**config.mk**
```make
export PLATFORM = sky130hd
export DESIGN_NAME = source_text_tokenizer_unit
export DESIGN_NICKNAME = d
export VERILOG_FILES = /design/src/hdl/stt_pkg.sv /design/src/hdl/source_text_tokenizer_unit.sv
export SDC_FILE = /design/constraint.sdc
export NUM_CORES = 1
export LEC_CHECK = 0
export BUFFER_PORTS_ARGS = -buffer_cell sky130_fd_sc_hd__buf_2
export CAP_MARGIN = 20
export CORE_MARGIN = 2
export CORE_UTILIZATION = 50
export DETAILED_ROUTE_END_ITERATION = 7
export HOLD_SLACK_MARGIN = 0.06
export PLACE_DENSITY = 0.66
export SYNTH_ARGS = -nofsm -noshare
export SYNTH_HDL_FRONTEND = slang
export SYNTH_SLANG_ARGS = --single-unit
```
**constraint.sdc**
```tcl
create_clock -name clk_i -period 25 [get_ports clk_i]
set_clock_uncertainty 0.15 [all_clocks]
set_input_delay 3.75 -clock clk_i [delete_from_list [all_inputs] [get_ports clk_i]]
set_output_delay 3.75 -clock clk_i [all_outputs]
set_load 0.02 [all_outputs]
```
**src/hdl/stt_pkg.sv**
```systemverilog
// Package for the source text tokenizer: word types, scan modes, character codes and helpers.
package stt_pkg;

  localparam int LineBits  = 20;
  localparam int MaxRes    = 6;
  localparam int ResAw     = $clog2(MaxRes + 1);
  localparam int FifoDepth = 8;
  localparam int FifoAw    = $clog2(FifoDepth);

  localparam logic [7:0] ChHash   = 8'h23;
  localparam logic [7:0] ChEq     = 8'h3d;
  localparam logic [7:0] ChColon  = 8'h3a;
  localparam logic [7:0] ChLBrack = 8'h5b;
  localparam logic [7:0] ChRBrack = 8'h5d;
  localparam logic [7:0] ChPlus   = 8'h2b;
  localparam logic [7:0] ChMinus  = 8'h2d;
  localparam logic [7:0] ChDot    = 8'h2e;
  localparam logic [7:0] ChUnder  = 8'h5f;
  localparam logic [7:0] ChCr     = 8'h0d;
  localparam logic [7:0] ChLf     = 8'h0a;
  localparam logic [7:0] ChSemi   = 8'h3b;
  localparam logic [7:0] ChSpace  = 8'h20;
  localparam logic [7:0] ChTab    = 8'h09;
  localparam logic [7:0] ChDquote = 8'h22;
  localparam logic [7:0] ChSquote = 8'h27;
  localparam logic [7:0] ChBslash = 8'h5c;

  typedef enum logic [2:0] {
    KindNum   = 3'd0,
    KindIdent = 3'd1,
    KindStr   = 3'd2,
    KindChar  = 3'd3,
    KindEnd   = 3'd4,
    KindSym   = 3'd5
  } tok_kind_e;

  typedef enum logic [3:0] {
    ModeIdle     = 4'd0,
    ModeNum      = 4'd1,
    ModeNumDot   = 4'd2,
    ModeIdent    = 4'd3,
    ModeComment  = 4'd4,
    ModeStr      = 4'd5,
    ModeStrEsc   = 4'd6,
    ModeCharVal  = 4'd7,
    ModeCharSkip = 4'd8,
    ModeCr       = 4'd9,
    ModeSym1     = 4'd10,
    ModeSym2     = 4'd11
  } scan_mode_e;

  typedef struct packed {
    logic [7:0] text_byte;
    logic       end_of_text;
  } in_word_t;

  typedef struct packed {
    tok_kind_e             token_kind;
    logic                  is_close;
    logic [7:0]            out_byte;
    logic [LineBits-1:0]   line_number;
    logic                  bad_string;
    logic                  last_of_run;
  } out_word_t;

  function automatic logic is_digit(logic [7:0] b);
    return (b >= 8'h30) && (b <= 8'h39);
  endfunction

  function automatic logic is_alpha(logic [7:0] b);
    return ((b >= 8'h61) && (b <= 8'h7a)) || ((b >= 8'h41) && (b <= 8'h5a));
  endfunction

  function automatic logic is_identc(logic [7:0] b);
    return is_alpha(b) || is_digit(b) || (b == ChUnder);
  endfunction

  // Builds one result word; close markers always carry a zero byte.
  function automatic out_word_t mk_res(tok_kind_e k, logic cl, logic [7:0] by, logic bad,
                                       logic [LineBits-1:0] ln);
    out_word_t r;
    r.token_kind  = k;
    r.is_close    = cl;
    r.out_byte    = cl ? 8'h00 : by;
    r.line_number = ln;
    r.bad_string  = bad;
    r.last_of_run = 1'b0;
    return r;
  endfunction

endpackage

```
**src/hdl/source_text_tokenizer_unit.sv**
```systemverilog
// Top level of the source text tokenizer: input register, scan logic and result queue.
//
//   Channel | Direction | Handshake                 | Word
//   --------+-----------+---------------------------+-------------------------------
//   in      | input     | in_valid_i / in_stall_o   | stt_pkg::in_word_t  (byte, end)
//   out     | output    | out_valid_o / out_stall_i | stt_pkg::out_word_t (one token char)
//
// An accepted input word waits in the input register for queue room, is scanned by a
// single layer of combinational logic, and its zero to five result words are pushed
// into an eight-entry result queue in that same cycle. The result port drains the
// queue one word per cycle, so the rate is one input word per cycle as long as the
// output keeps up; a word that yields n results hands them over one after another.
// The input register holds its word (and stalls the input) while the queue has
// fewer than six free entries. Reset is asynchronous and returns the scanner to
// its idle mode with the line counter at one; no clearing pass is needed.
module source_text_tokenizer_unit (
  input  logic               clk_i,
  input  logic               rst_ni,
  input  logic               in_valid_i,
  output logic               in_stall_o,
  input  stt_pkg::in_word_t  in_word_i,
  output logic               out_valid_o,
  input  logic               out_stall_i,
  output stt_pkg::out_word_t out_word_o
);
  import stt_pkg::*;

  // Input register.
  in_word_t in_q;
  logic     in_valid_q, in_valid_d;
  logic     in_accept, proc_go;

  // Scanner state.
  scan_mode_e          mode_q, mode_d;
  logic [7:0]          held_q, held_d;
  logic [7:0]          held2_q, held2_d;
  logic [LineBits-1:0] line_q, line_d;

  // Result queue.
  out_word_t         fifo_q [FifoDepth];
  logic [FifoAw-1:0] wr_ptr_q, rd_ptr_q;
  logic [FifoAw:0]   count_q, count_d;
  logic              pop;

  // Results of the current word.
  out_word_t        res [MaxRes];
  logic [ResAw-1:0] rn;

  logic       do_sym, do_idle, do_lend, do_str, pair;
  logic [7:0] b, sym_c;

  // The queue must have room for the worst-case burst before a word is scanned.
  assign proc_go    = in_valid_q && (count_q <= (FifoAw+1)'(FifoDepth - MaxRes));
  assign in_stall_o = in_valid_q && !proc_go;
  assign in_accept  = in_valid_i && !in_stall_o;
  assign in_valid_d = in_accept ? 1'b1 : (proc_go ? 1'b0 : in_valid_q);

  assign out_valid_o = (count_q != '0);
  assign out_word_o  = fifo_q[rd_ptr_q];
  assign pop         = out_valid_o && !out_stall_i;

  // Scan logic. Results are appended in the order the token rules produce them;
  // the symbol lookahead and the idle classification may both follow the mode step,
  // and a line end is always the final pair of results.
  always_comb begin
    mode_d  = mode_q;
    held_d  = held_q;
    held2_d = held2_q;
    line_d  = line_q;
    rn      = '0;
    do_sym  = 1'b0;
    do_idle = 1'b0;
    do_lend = 1'b0;
    do_str  = 1'b0;
    pair    = 1'b0;
    sym_c   = held_q;
    b       = in_q.text_byte;
    for (int i = 0; i < MaxRes; i++) begin
      res[i] = '0;
    end

    if (in_q.end_of_text) begin
      // Flush whatever token is open, then close the text with a line end.
      case (mode_q)
        ModeNum: begin
          res[rn] = mk_res(KindNum, 1'b1, 8'h00, 1'b0, line_q); rn = rn + 1'b1;
        end
        ModeIdent: begin
          res[rn] = mk_res(KindIdent, 1'b1, 8'h00, 1'b0, line_q); rn = rn + 1'b1;
        end
        ModeNumDot: begin
          res[rn] = mk_res(KindNum, 1'b1, 8'h00, 1'b0, line_q); rn = rn + 1'b1;
          res[rn] = mk_res(KindSym, 1'b0, ChDot, 1'b0, line_q); rn = rn + 1'b1;
          res[rn] = mk_res(KindSym, 1'b1, 8'h00, 1'b0, line_q); rn = rn + 1'b1;
        end
        ModeCr, ModeSym1: begin
          res[rn] = mk_res(KindSym, 1'b0, held_q, 1'b0, line_q); rn = rn + 1'b1;
          res[rn] = mk_res(KindSym, 1'b1, 8'h00, 1'b0, line_q); rn = rn + 1'b1;
        end
        ModeSym2: begin
          res[rn] = mk_res(KindSym, 1'b0, held_q, 1'b0, line_q); rn = rn + 1'b1;
          res[rn] = mk_res(KindSym, 1'b0, held2_q, 1'b0, line_q); rn = rn + 1'b1;
          res[rn] = mk_res(KindSym, 1'b1, 8'h00, 1'b0, line_q); rn = rn + 1'b1;
        end
        ModeStr, ModeStrEsc: begin
          res[rn] = mk_res(KindStr, 1'b1, 8'h00, 1'b1, line_q); rn = rn + 1'b1;
        end
        default: begin
        end
      endcase
      do_lend = 1'b1;
    end else begin
      case (mode_q)
        ModeNum: begin
          if (is_digit(b)) begin
            res[rn] = mk_res(KindNum, 1'b0, b, 1'b0, line_q); rn = rn + 1'b1;
          end else if (b == ChDot) begin
            held_d = b;
            mode_d = ModeNumDot;
          end else begin
            res[rn] = mk_res(KindNum, 1'b1, 8'h00, 1'b0, line_q); rn = rn + 1'b1;
            do_idle = 1'b1;
          end
        end
        ModeNumDot: begin
          if (is_digit(b)) begin
            res[rn] = mk_res(KindNum, 1'b0, ChDot, 1'b0, line_q); rn = rn + 1'b1;
            res[rn] = mk_res(KindNum, 1'b0, b, 1'b0, line_q); rn = rn + 1'b1;
            mode_d = ModeNum;
          end else begin
            res[rn] = mk_res(KindNum, 1'b1, 8'h00, 1'b0, line_q); rn = rn + 1'b1;
            do_sym = 1'b1;
            sym_c  = ChDot;
          end
        end
        ModeIdent: begin
          if (is_identc(b)) begin
            res[rn] = mk_res(KindIdent, 1'b0, b, 1'b0, line_q); rn = rn + 1'b1;
          end else begin
            res[rn] = mk_res(KindIdent, 1'b1, 8'h00, 1'b0, line_q); rn = rn + 1'b1;
            do_idle = 1'b1;
          end
        end
        ModeComment: begin
          if (b == ChLf) begin
            do_idle = 1'b1;
          end
        end
        ModeStr: begin
          do_str = 1'b1;
        end
        ModeStrEsc: begin
          // An escaped quote stays in the string as a plain character.
          if (b == ChDquote) begin
            res[rn] = mk_res(KindStr, 1'b0, b, 1'b0, line_q); rn = rn + 1'b1;
            mode_d = ModeStr;
          end else begin
            do_str = 1'b1;
          end
        end
        ModeCharVal: begin
          res[rn] = mk_res(KindChar, 1'b0, b, 1'b0, line_q); rn = rn + 1'b1;
          res[rn] = mk_res(KindChar, 1'b1, 8'h00, 1'b0, line_q); rn = rn + 1'b1;
          mode_d = ModeCharSkip;
        end
        ModeCharSkip: begin
          mode_d = ModeIdle;
        end
        ModeCr: begin
          if (b == ChLf) begin
            do_lend = 1'b1;
            mode_d  = ModeIdle;
          end else begin
            do_sym = 1'b1;
          end
        end
        ModeSym1: begin
          do_sym = 1'b1;
        end
        ModeSym2: begin
          res[rn] = mk_res(KindSym, 1'b0, held_q, 1'b0, line_q); rn = rn + 1'b1;
          res[rn] = mk_res(KindSym, 1'b0, held2_q, 1'b0, line_q); rn = rn + 1'b1;
          if (b == ChDot) begin
            res[rn] = mk_res(KindSym, 1'b0, b, 1'b0, line_q); rn = rn + 1'b1;
            res[rn] = mk_res(KindSym, 1'b1, 8'h00, 1'b0, line_q); rn = rn + 1'b1;
            mode_d = ModeIdle;
          end else begin
            res[rn] = mk_res(KindSym, 1'b1, 8'h00, 1'b0, line_q); rn = rn + 1'b1;
            do_idle = 1'b1;
          end
        end
        default: begin
          do_idle = 1'b1;
        end
      endcase
    end

    // Byte inside a string literal.
    if (do_str) begin
      if (b == ChDquote) begin
        res[rn] = mk_res(KindStr, 1'b1, 8'h00, 1'b0, line_q); rn = rn + 1'b1;
        mode_d = ModeIdle;
      end else begin
        res[rn] = mk_res(KindStr, 1'b0, b, 1'b0, line_q); rn = rn + 1'b1;
        mode_d = (b == ChBslash) ? ModeStrEsc : ModeStr;
      end
    end

    // Resolve a held symbol byte against the lookahead byte.
    if (do_sym) begin
      pair = (b == ChEq) || ((sym_c == ChColon) && (b == ChColon)) ||
             ((sym_c == ChLBrack) && (b == ChRBrack)) ||
             ((sym_c == ChPlus) && (b == ChPlus)) ||
             ((sym_c == ChMinus) && (b == ChMinus)) ||
             ((sym_c == ChDot) && (b == ChDot));
      if ((sym_c == ChDot) && (b == ChDot)) begin
        held_d  = ChDot;
        held2_d = ChDot;
        mode_d  = ModeSym2;
      end else if (pair) begin
        res[rn] = mk_res(KindSym, 1'b0, sym_c, 1'b0, line_q); rn = rn + 1'b1;
        res[rn] = mk_res(KindSym, 1'b0, b, 1'b0, line_q); rn = rn + 1'b1;
        res[rn] = mk_res(KindSym, 1'b1, 8'h00, 1'b0, line_q); rn = rn + 1'b1;
        mode_d = ModeIdle;
      end else begin
        res[rn] = mk_res(KindSym, 1'b0, sym_c, 1'b0, line_q); rn = rn + 1'b1;
        res[rn] = mk_res(KindSym, 1'b1, 8'h00, 1'b0, line_q); rn = rn + 1'b1;
        do_idle = 1'b1;
      end
    end

    // Classify a byte seen between tokens.
    if (do_idle) begin
      mode_d = ModeIdle;
      if (is_digit(b)) begin
        res[rn] = mk_res(KindNum, 1'b0, b, 1'b0, line_q); rn = rn + 1'b1;
        mode_d = ModeNum;
      end else if ((b == ChUnder) || is_alpha(b)) begin
        res[rn] = mk_res(KindIdent, 1'b0, b, 1'b0, line_q); rn = rn + 1'b1;
        mode_d = ModeIdent;
      end else if ((b == ChSpace) || (b == ChTab)) begin
        mode_d = ModeIdle;
      end else if (b == ChHash) begin
        mode_d = ModeComment;
      end else if (b == ChDquote) begin
        mode_d = ModeStr;
      end else if (b == ChSquote) begin
        mode_d = ModeCharVal;
      end else if (b == ChLf) begin
        do_lend = 1'b1;
      end else if (b == ChCr) begin
        held_d = b;
        mode_d = ModeCr;
      end else begin
        held_d = b;
        mode_d = ModeSym1;
      end
    end

    // Line end token; the counter saturates at its all-ones value.
    if (do_lend) begin
      res[rn] = mk_res(KindEnd, 1'b0, ChSemi, 1'b0, line_q); rn = rn + 1'b1;
      res[rn] = mk_res(KindEnd, 1'b1, 8'h00, 1'b0, line_q); rn = rn + 1'b1;
      if (line_q != '1) begin
        line_d = line_q + 1'b1;
      end
    end

    // End of text leaves the scanner as after reset, ready for the next text.
    if (in_q.end_of_text) begin
      mode_d  = ModeIdle;
      held_d  = 8'h00;
      held2_d = 8'h00;
      line_d  = LineBits'(1);
    end

    for (int i = 0; i < MaxRes; i++) begin
      if (ResAw'(i) == rn - 1'b1) begin
        res[i].last_of_run = 1'b1;
      end
    end
  end

  always_comb begin
    count_d = count_q - (FifoAw+1)'(pop);
    if (proc_go) begin
      count_d = count_d + (FifoAw+1)'(rn);
    end
  end

  always_ff @(posedge clk_i or negedge rst_ni) begin
    if (!rst_ni) begin
      in_valid_q <= 1'b0;
      mode_q     <= ModeIdle;
      held_q     <= 8'h00;
      held2_q    <= 8'h00;
      line_q     <= LineBits'(1);
      wr_ptr_q   <= '0;
      rd_ptr_q   <= '0;
      count_q    <= '0;
    end else begin
      in_valid_q <= in_valid_d;
      count_q    <= count_d;
      if (pop) begin
        rd_ptr_q <= rd_ptr_q + 1'b1;
      end
      if (proc_go) begin
        mode_q   <= mode_d;
        held_q   <= held_d;
        held2_q  <= held2_d;
        line_q   <= line_d;
        wr_ptr_q <= wr_ptr_q + FifoAw'(rn);
      end
    end
  end

  // Payload storage: input register and queue entries need no reset.
  always_ff @(posedge clk_i) begin
    if (in_accept) begin
      in_q <= in_word_i;
    end
    if (proc_go) begin
      for (int i = 0; i < MaxRes; i++) begin
        if (ResAw'(i) < rn) begin
          fifo_q[wr_ptr_q + FifoAw'(i)] <= res[i];
        end
      end
    end
  end

endmodule

```
# == Word-level counts from Yosys, hierarchy flattened ==
# Memory sizes are Yosys's and may differ from the RTL's.
# Index checks and enable logic that the tools add are counted.
# word_totals
regBits,60
ram_bits,272
in_bits,13
output_inout_bits,36
elab_cells,316
mem_count,1
# classes
n_addsub,18
order_cmp,27
n_eq_ne,37
mux,167
bitwise,7
n_reduce_logical,49
# memory_table
memory,depth,word_bits,rd,rd_ports_with_merged_regs,wr,line_no,source
fifo_q,8,34,1,0,5,source_text_tokenizer_unit.sv:40,out_word_t fifo_q [FifoDepth];
# op_table
cell,n
$bwmux W204,10
$mux W204,9
$demux W34 S3,7
$mux W34,11
$pmux W34 S3,2
$pmux W34 S6,1
$mux W8,20
$mux W31,5
$pmux W34 S4,1
$eq A8 B6 Y1 const B,13
$mux W102,1
$mux W4,20
$mux W68,1
$mux W20,3
$mux W1,53
$mux W3,12
$reduce_or A34 Y1,1
$mux W33,1
$eq A8 B7 Y1 const B,4
$mux W30,1
$ge A4 B4 Y1 const B,7
$lt A4 B1 Y1 const B,7
$not A3 Y4,7
$pmux W4 S7,1
42 further kinds,107

# == Longest topological paths before layout ==
# depth
depth_word,29
mapped_depth,30
depth_no_buf,25

# == Worst setup path before layout ==
# Ideal clock, no wire load.
# synth_path
path_type,flip-flop to flip-flop
start,"reg in_q, in the netlist b[7]"
end,mem fifo_q[6][0] (netlist name) (enable)
setup_time_ns,0.435
arrival_ns,7.436
required_ns,24.415
slack_ns,16.979
stages_incl_launch_ff,27
n_path_buf,3
synth_period_minus_slack_ns,8.021
path_cell_list,edfxtp_1 -> buf_6 -> or4b_1 -> buf_2 -> or4_1 -> clkbuf_1 -> nand2_1 -> o21ai_0 -> o21ai_0 -> ha_1 -> a21oi_1 -> ha_1 -> inv_1 -> nor3_1 -> a211oi_4 -> inv_4 -> ha_1 -> o211a_1 -> a21o_4 -> clkinv_2 -> ha_1 -> a2111oi_4 -> a32oi_2 -> nand2_2 -> a21oi_1 -> or2_2 -> o211ai_1
# synth_lines
item,line_no,source
start: declaration,source_text_tokenizer_unit.sv:29,in_word_t in_q;
start signal: assignment,source_text_tokenizer_unit.sv:320,in_q <= in_word_i;
end: declaration,source_text_tokenizer_unit.sv:40,

==> implementation parameters <==
Parameter                              Value

Timing
  Pin slew with the least headroom to its limit ... 1230 ps
  Total negative setup slack ... 0 ps
  Setup Viol. Count Final ... 0
  RSZ-0062 raised after global routing ... false
  Max-slew headroom ... 18.3%
  Final-report hold violation count ... 0
  Crit share post-route ... 35.2%
  Fmax ... 0.114 GHz
  Fin crit period ... 8800 ps
  Count of pins over their slew limit ... 0

Final layout
  Fill cell instance count of the final layout ... 3861
  Layout-stage area growth over the synthesis result ... 8.69%
  Highest-count cells in the layout ignoring fill and taps ... sky130_fd_sc_hd__edfxtp_1 (281), sky130_fd_sc_hd__nor2_1 (209), sky130_fd_sc_hd__nand2_1 (191)
  Ratio of cells with drive above 1 in the final layout ... 17.4%
  Leading cell type in the layout, fill and taps excluded ... sky130_fd_sc_hd__edfxtp_1
  Area of all sequential standard cells ... 9550 um2
  Multi-input gate area in the final layout ... 12100 um2
  Final antenna diode count ... 0
  Number of nets at the end of the flow ... 2263
  Count of non-filler cells in the finished layout ... 2845
  Final Core Density ... 55.3%

Setup path
  Chain of cells forming the critical path ... nor4b_1 -> o21ai_0 -> nand2_1 -> o21ai_0 -> o21ai_0 -> ha_1 -> a21oi_1 -> ha_1 -> inv_1 -> nor3_1 -> a211oi_4 -> inv_4 -> ha_1 -> o211a_1 -> a21o_4 -> clkinv_2 -> ha_1 -> nor2_1 -> a21o_1 -> nand3_1 -> nand3_1 -> inv_1 -> o211ai_1 -> buf_4
  Critical Path Most Common Cell ... sky130_fd_sc_hd__ha_1
  Endpoint type of the worst setup path ... flip-flop
  Required arrival time at the worst endpoint ... 25070 ps
  Slowest CP cell ... sky130_fd_sc_hd__dfrtp_1
  Kind of critical path ... reg2reg
  Max incr delay on CP ... 930 ps
  Crit path DAT ... 8870 ps
  Slack of the worst reg-to-reg path ... 16200 ps
  Maximum fanout count along the critical path ... 30
  CP Launch Type ... flip-flop

Global route
  Total Routing Usage GR ... 38.6%
  Maximum number of pins on one net before global-route repair ... 54
  Overflow left after global routing ... 0
  Antenna violations before repair ... 0
  Via count of the first global-routing pass ... 19900
  First-pass GRT wire length ... 134000 um

Synthesis
  Proportion of netlist area held by the largest area contributor ... 37.4%
  Share of the yosys chip area belonging to registers ... 42.3%
  Synth area leaders ... sky130_fd_sc_hd__edfxtp_1 (37%), sky130_fd_sc_hd__mux4_2 (6.8%), sky130_fd_sc_hd__dfrtp_1 (4.8%)
  Synthesis Warnings ... 0
  Number of unique standard cell types used by synthesis ... 127
  Post-synth top flop ... sky130_fd_sc_hd__edfxtp_1
  Synthesized netlist net count ... 2264
  Area leader, netlist ... sky130_fd_sc_hd__edfxtp_1
  Synthesis-stage register bit count ... 325
  Number of standard cells after synthesis ... 2227
  EDFF count, synth ... 281
  Async SR Flop Fraction ... 13.5%
  Post-Synthesis Mean Instance Area ... 10.1 um2
  Synthesized cell area ... 22500 um2

CTS
  Clock sink count ... 325
  Insertion delay of the later-clocked pin in the worst-skew pair ... 550 ps
  CTS tree ... done
  Number of gates given a new drive strength after cts ... 0
  Num CTS Buffers ... 35
  Hold-fix buffers at CTS ... 0
  Buffers from clock root to sink, at most ... 3
  Clock H-tree levels ... 2
  Post-CTS Setup Bufs ... 0
  Clock-pin transition on the worst setup and hold timing paths ... 60 ps
  Root cell of the clock tree ... sky130_fd_sc_hd__clkbuf_16

Status
  Result of the run ... finished, violations left
  Violations in the final reports ... DRC

Place
  Placed wire-length estimate after detailed placement ... 65300 um
  Routability-driven placement congestion ratio ... 1.05
  Count of buffers inserted at the top-level ports ... 48
  # placed instances ... 2775

Drt
  Initial DRC count ... 3151
  Mean number of vias per cell ... 7.29
  Routed Antenna Nets ... 0
  Pre-antenna DRT Iters ... 8
  Post-detailed-route DRC marker count ... 2
  Aggregate routed wire length ... 91200 um
  Average wire per standard cell ... 32.1 um
  Count of vias placed by the detailed router ... 20700

Pwr
  Worst vdd rail ir drop ... 0.0000793 V
  Power dissipated by switching net loads ... 0.00172 W
  Clock power share ... 14.1%
  LEAKAGE ... 8.73 nW
  P_int ... 0.00172 W
  Sw Share ... 50.0%
  Sequential power share ... 25.2%
  Gate power share ... 60.7%
  Cell Pwr Density ... 140 nW/um2

Floorplan
  Horizontal extent of the die ... 216 um
  Initial standard-cell utilization of the core ... 50.9%
  DIE HEIGHT ... 216 um
  Top-level I/O count ... 49
  Die area ... 46800 um2
  Standard-cell rows ... 77
  Core Area ... 44300 um2

Flow run
  Max_cap viols ... 0

Worst hold path
  Tightest Hold Check Type ... reg2reg
## logic make-up after synthesis
kind of cell             synth area share (%)
AO/OA/AOI/OAI                            22.7
flip-flops                               42.3
AND/OR/NAND/NOR                          18.7
adder cells (fa/ha/maj)                  1.40
buffers and inverters                    4.18
multiplexers                             8.90
XOR/XNOR                                 1.79
## sequential cells by signal, indices dropped and copies added, names as in the netlist
register / flops
fifo_q: 272
line_q: 20
b: 8
held_q: 8
count_q: 4
mode_q: 4
rd_ptr_q: 3
wr_ptr_q: 3
held2_q: 1
in_q: 1
in_valid_q: 1
## final cells by class
cell class                 instances  share of cell area [%]
clock buffer                      53                    3.94
clock inverter                    11                   0.306
inverter                          59                   0.929
multi-input combinational       1684                    49.4
sequential                       325                    39.0
tap                              592                    3.02
timing repair buffer             121                    3.46
## routing by layer
layer / part of all wire [%] / GRT usage (%) / wire, um / vias to the layer above
li1: - / - / - / 8711
met1: 39 / 52.9 / 35900 / 10200
met2: 45 / 60.5 / 41100 / 1526
met3: 11 / 8.07 / 10100 / 313
met4: 4.6 / 14.6 / 4210 / 0
met5: 0 / 0 / 0 / -
## worst paths after layout
| path | cells past startpoint | from | endpoint |
|---|---|---|---|
| setup / recovery | 24 | mode_q[1] | fifo_q[5][5] |
| hold / removal | 2 | held2_q[3] | held2_q[3] |
| setup reg to reg | 24 | mode_q[1] | fifo_q[5][5] |
| hold reg to reg | 2 | held2_q[3] | held2_q[3] |
| max in group asynchronous | 2 | rst_ni | rd_ptr_q[0] |
| min in group asynchronous | 2 | rst_ni | mode_q[0] |
## power groups by stage
stage,Combinational [W],Clock (W),Sequential [W]
2_1_floorplan,0.00138,0,0.000814
3_3_place_gp,0.00197,0,0.000868
3_5_place_dp,0.00199,0,0.000875
4_1_cts,0.00200,0.000488,0.000865
5_1_grt,0.00218,0.000511,0.000878
6_report,0.00209,0.000484,0.000866
## stage by stage
step	total power, W	area [um2]	setup WS [ps]	hold slack (ps)
3_5_place_dp	0.00287	23400	16160	444
3_3_place_gp	0.00284	23300	16430	401
4_1_cts	0.00335	24400	16130	453
2_1_floorplan	0.00219	22500	16980	333
6_report	0.00344	24500	16200	444
5_1_grt	0.00357	24500	15630	501
## cells in the mapped netlist, types with 8 or more instances
master and count:
sky130_fd_sc_hd__nor3_1 59, sky130_fd_sc_hd__o31ai_1 10, sky130_fd_sc_hd__a221oi_1 36, sky130_fd_sc_hd__dfrtp_1 43, sky130_fd_sc_hd__clkbuf_1 91, sky130_fd_sc_hd__or3_1 16, sky130_fd_sc_hd__and3_1 75, sky130_fd_sc_hd__a211o_1 11
sky130_fd_sc_hd__a211oi_1 20, sky130_fd_sc_hd__o32ai_1 8, sky130_fd_sc_hd__o21ai_0 105, sky130_fd_sc_hd__o221ai_1 40, sky130_fd_sc_hd__nor4_1 11, sky130_fd_sc_hd__a22oi_1 40, sky130_fd_sc_hd__a211oi_2 25, sky130_fd_sc_hd__nand4_1 13
sky130_fd_sc_hd__o22ai_1 74, sky130_fd_sc_hd__a21o_1 10, sky130_fd_sc_hd__mux2_2 36, sky130_fd_sc_hd__buf_1 14, sky130_fd_sc_hd__mux4_2 68, sky130_fd_sc_hd__a31oi_1 15, sky130_fd_sc_hd__o21a_1 12, sky130_fd_sc_hd__and2_1 93
sky130_fd_sc_hd__ha_1 22, sky130_fd_sc_hd__nor2_1 209, sky130_fd_sc_hd__xnor2_1 28, sky130_fd_sc_hd__buf_2 43, sky130_fd_sc_hd__a22o_1 10, sky130_fd_sc_hd__edfxtp_1 281, sky130_fd_sc_hd__o22a_1 9, sky130_fd_sc_hd__nand3_1 58
sky130_fd_sc_hd__inv_1 51, sky130_fd_sc_hd__o211ai_1 31, sky130_fd_sc_hd__a21oi_1 113, sky130_fd_sc_hd__o21ai_1 25, sky130_fd_sc_hd__nand2b_1 17, sky130_fd_sc_hd__nand2_1 191
## critical path: cells and delay by family, from the launching register on
kind | cells | cell delay [ps]
AO/OA/AOI/OAI | 9 | 2730
adder cells (fa/ha/maj) | 4 | 1370
buffers and inverters | 5 | 970
flip-flops | 1 | 930
AND/OR/NAND/NOR | 6 | 2280
(Power assumes the default switching activity.)
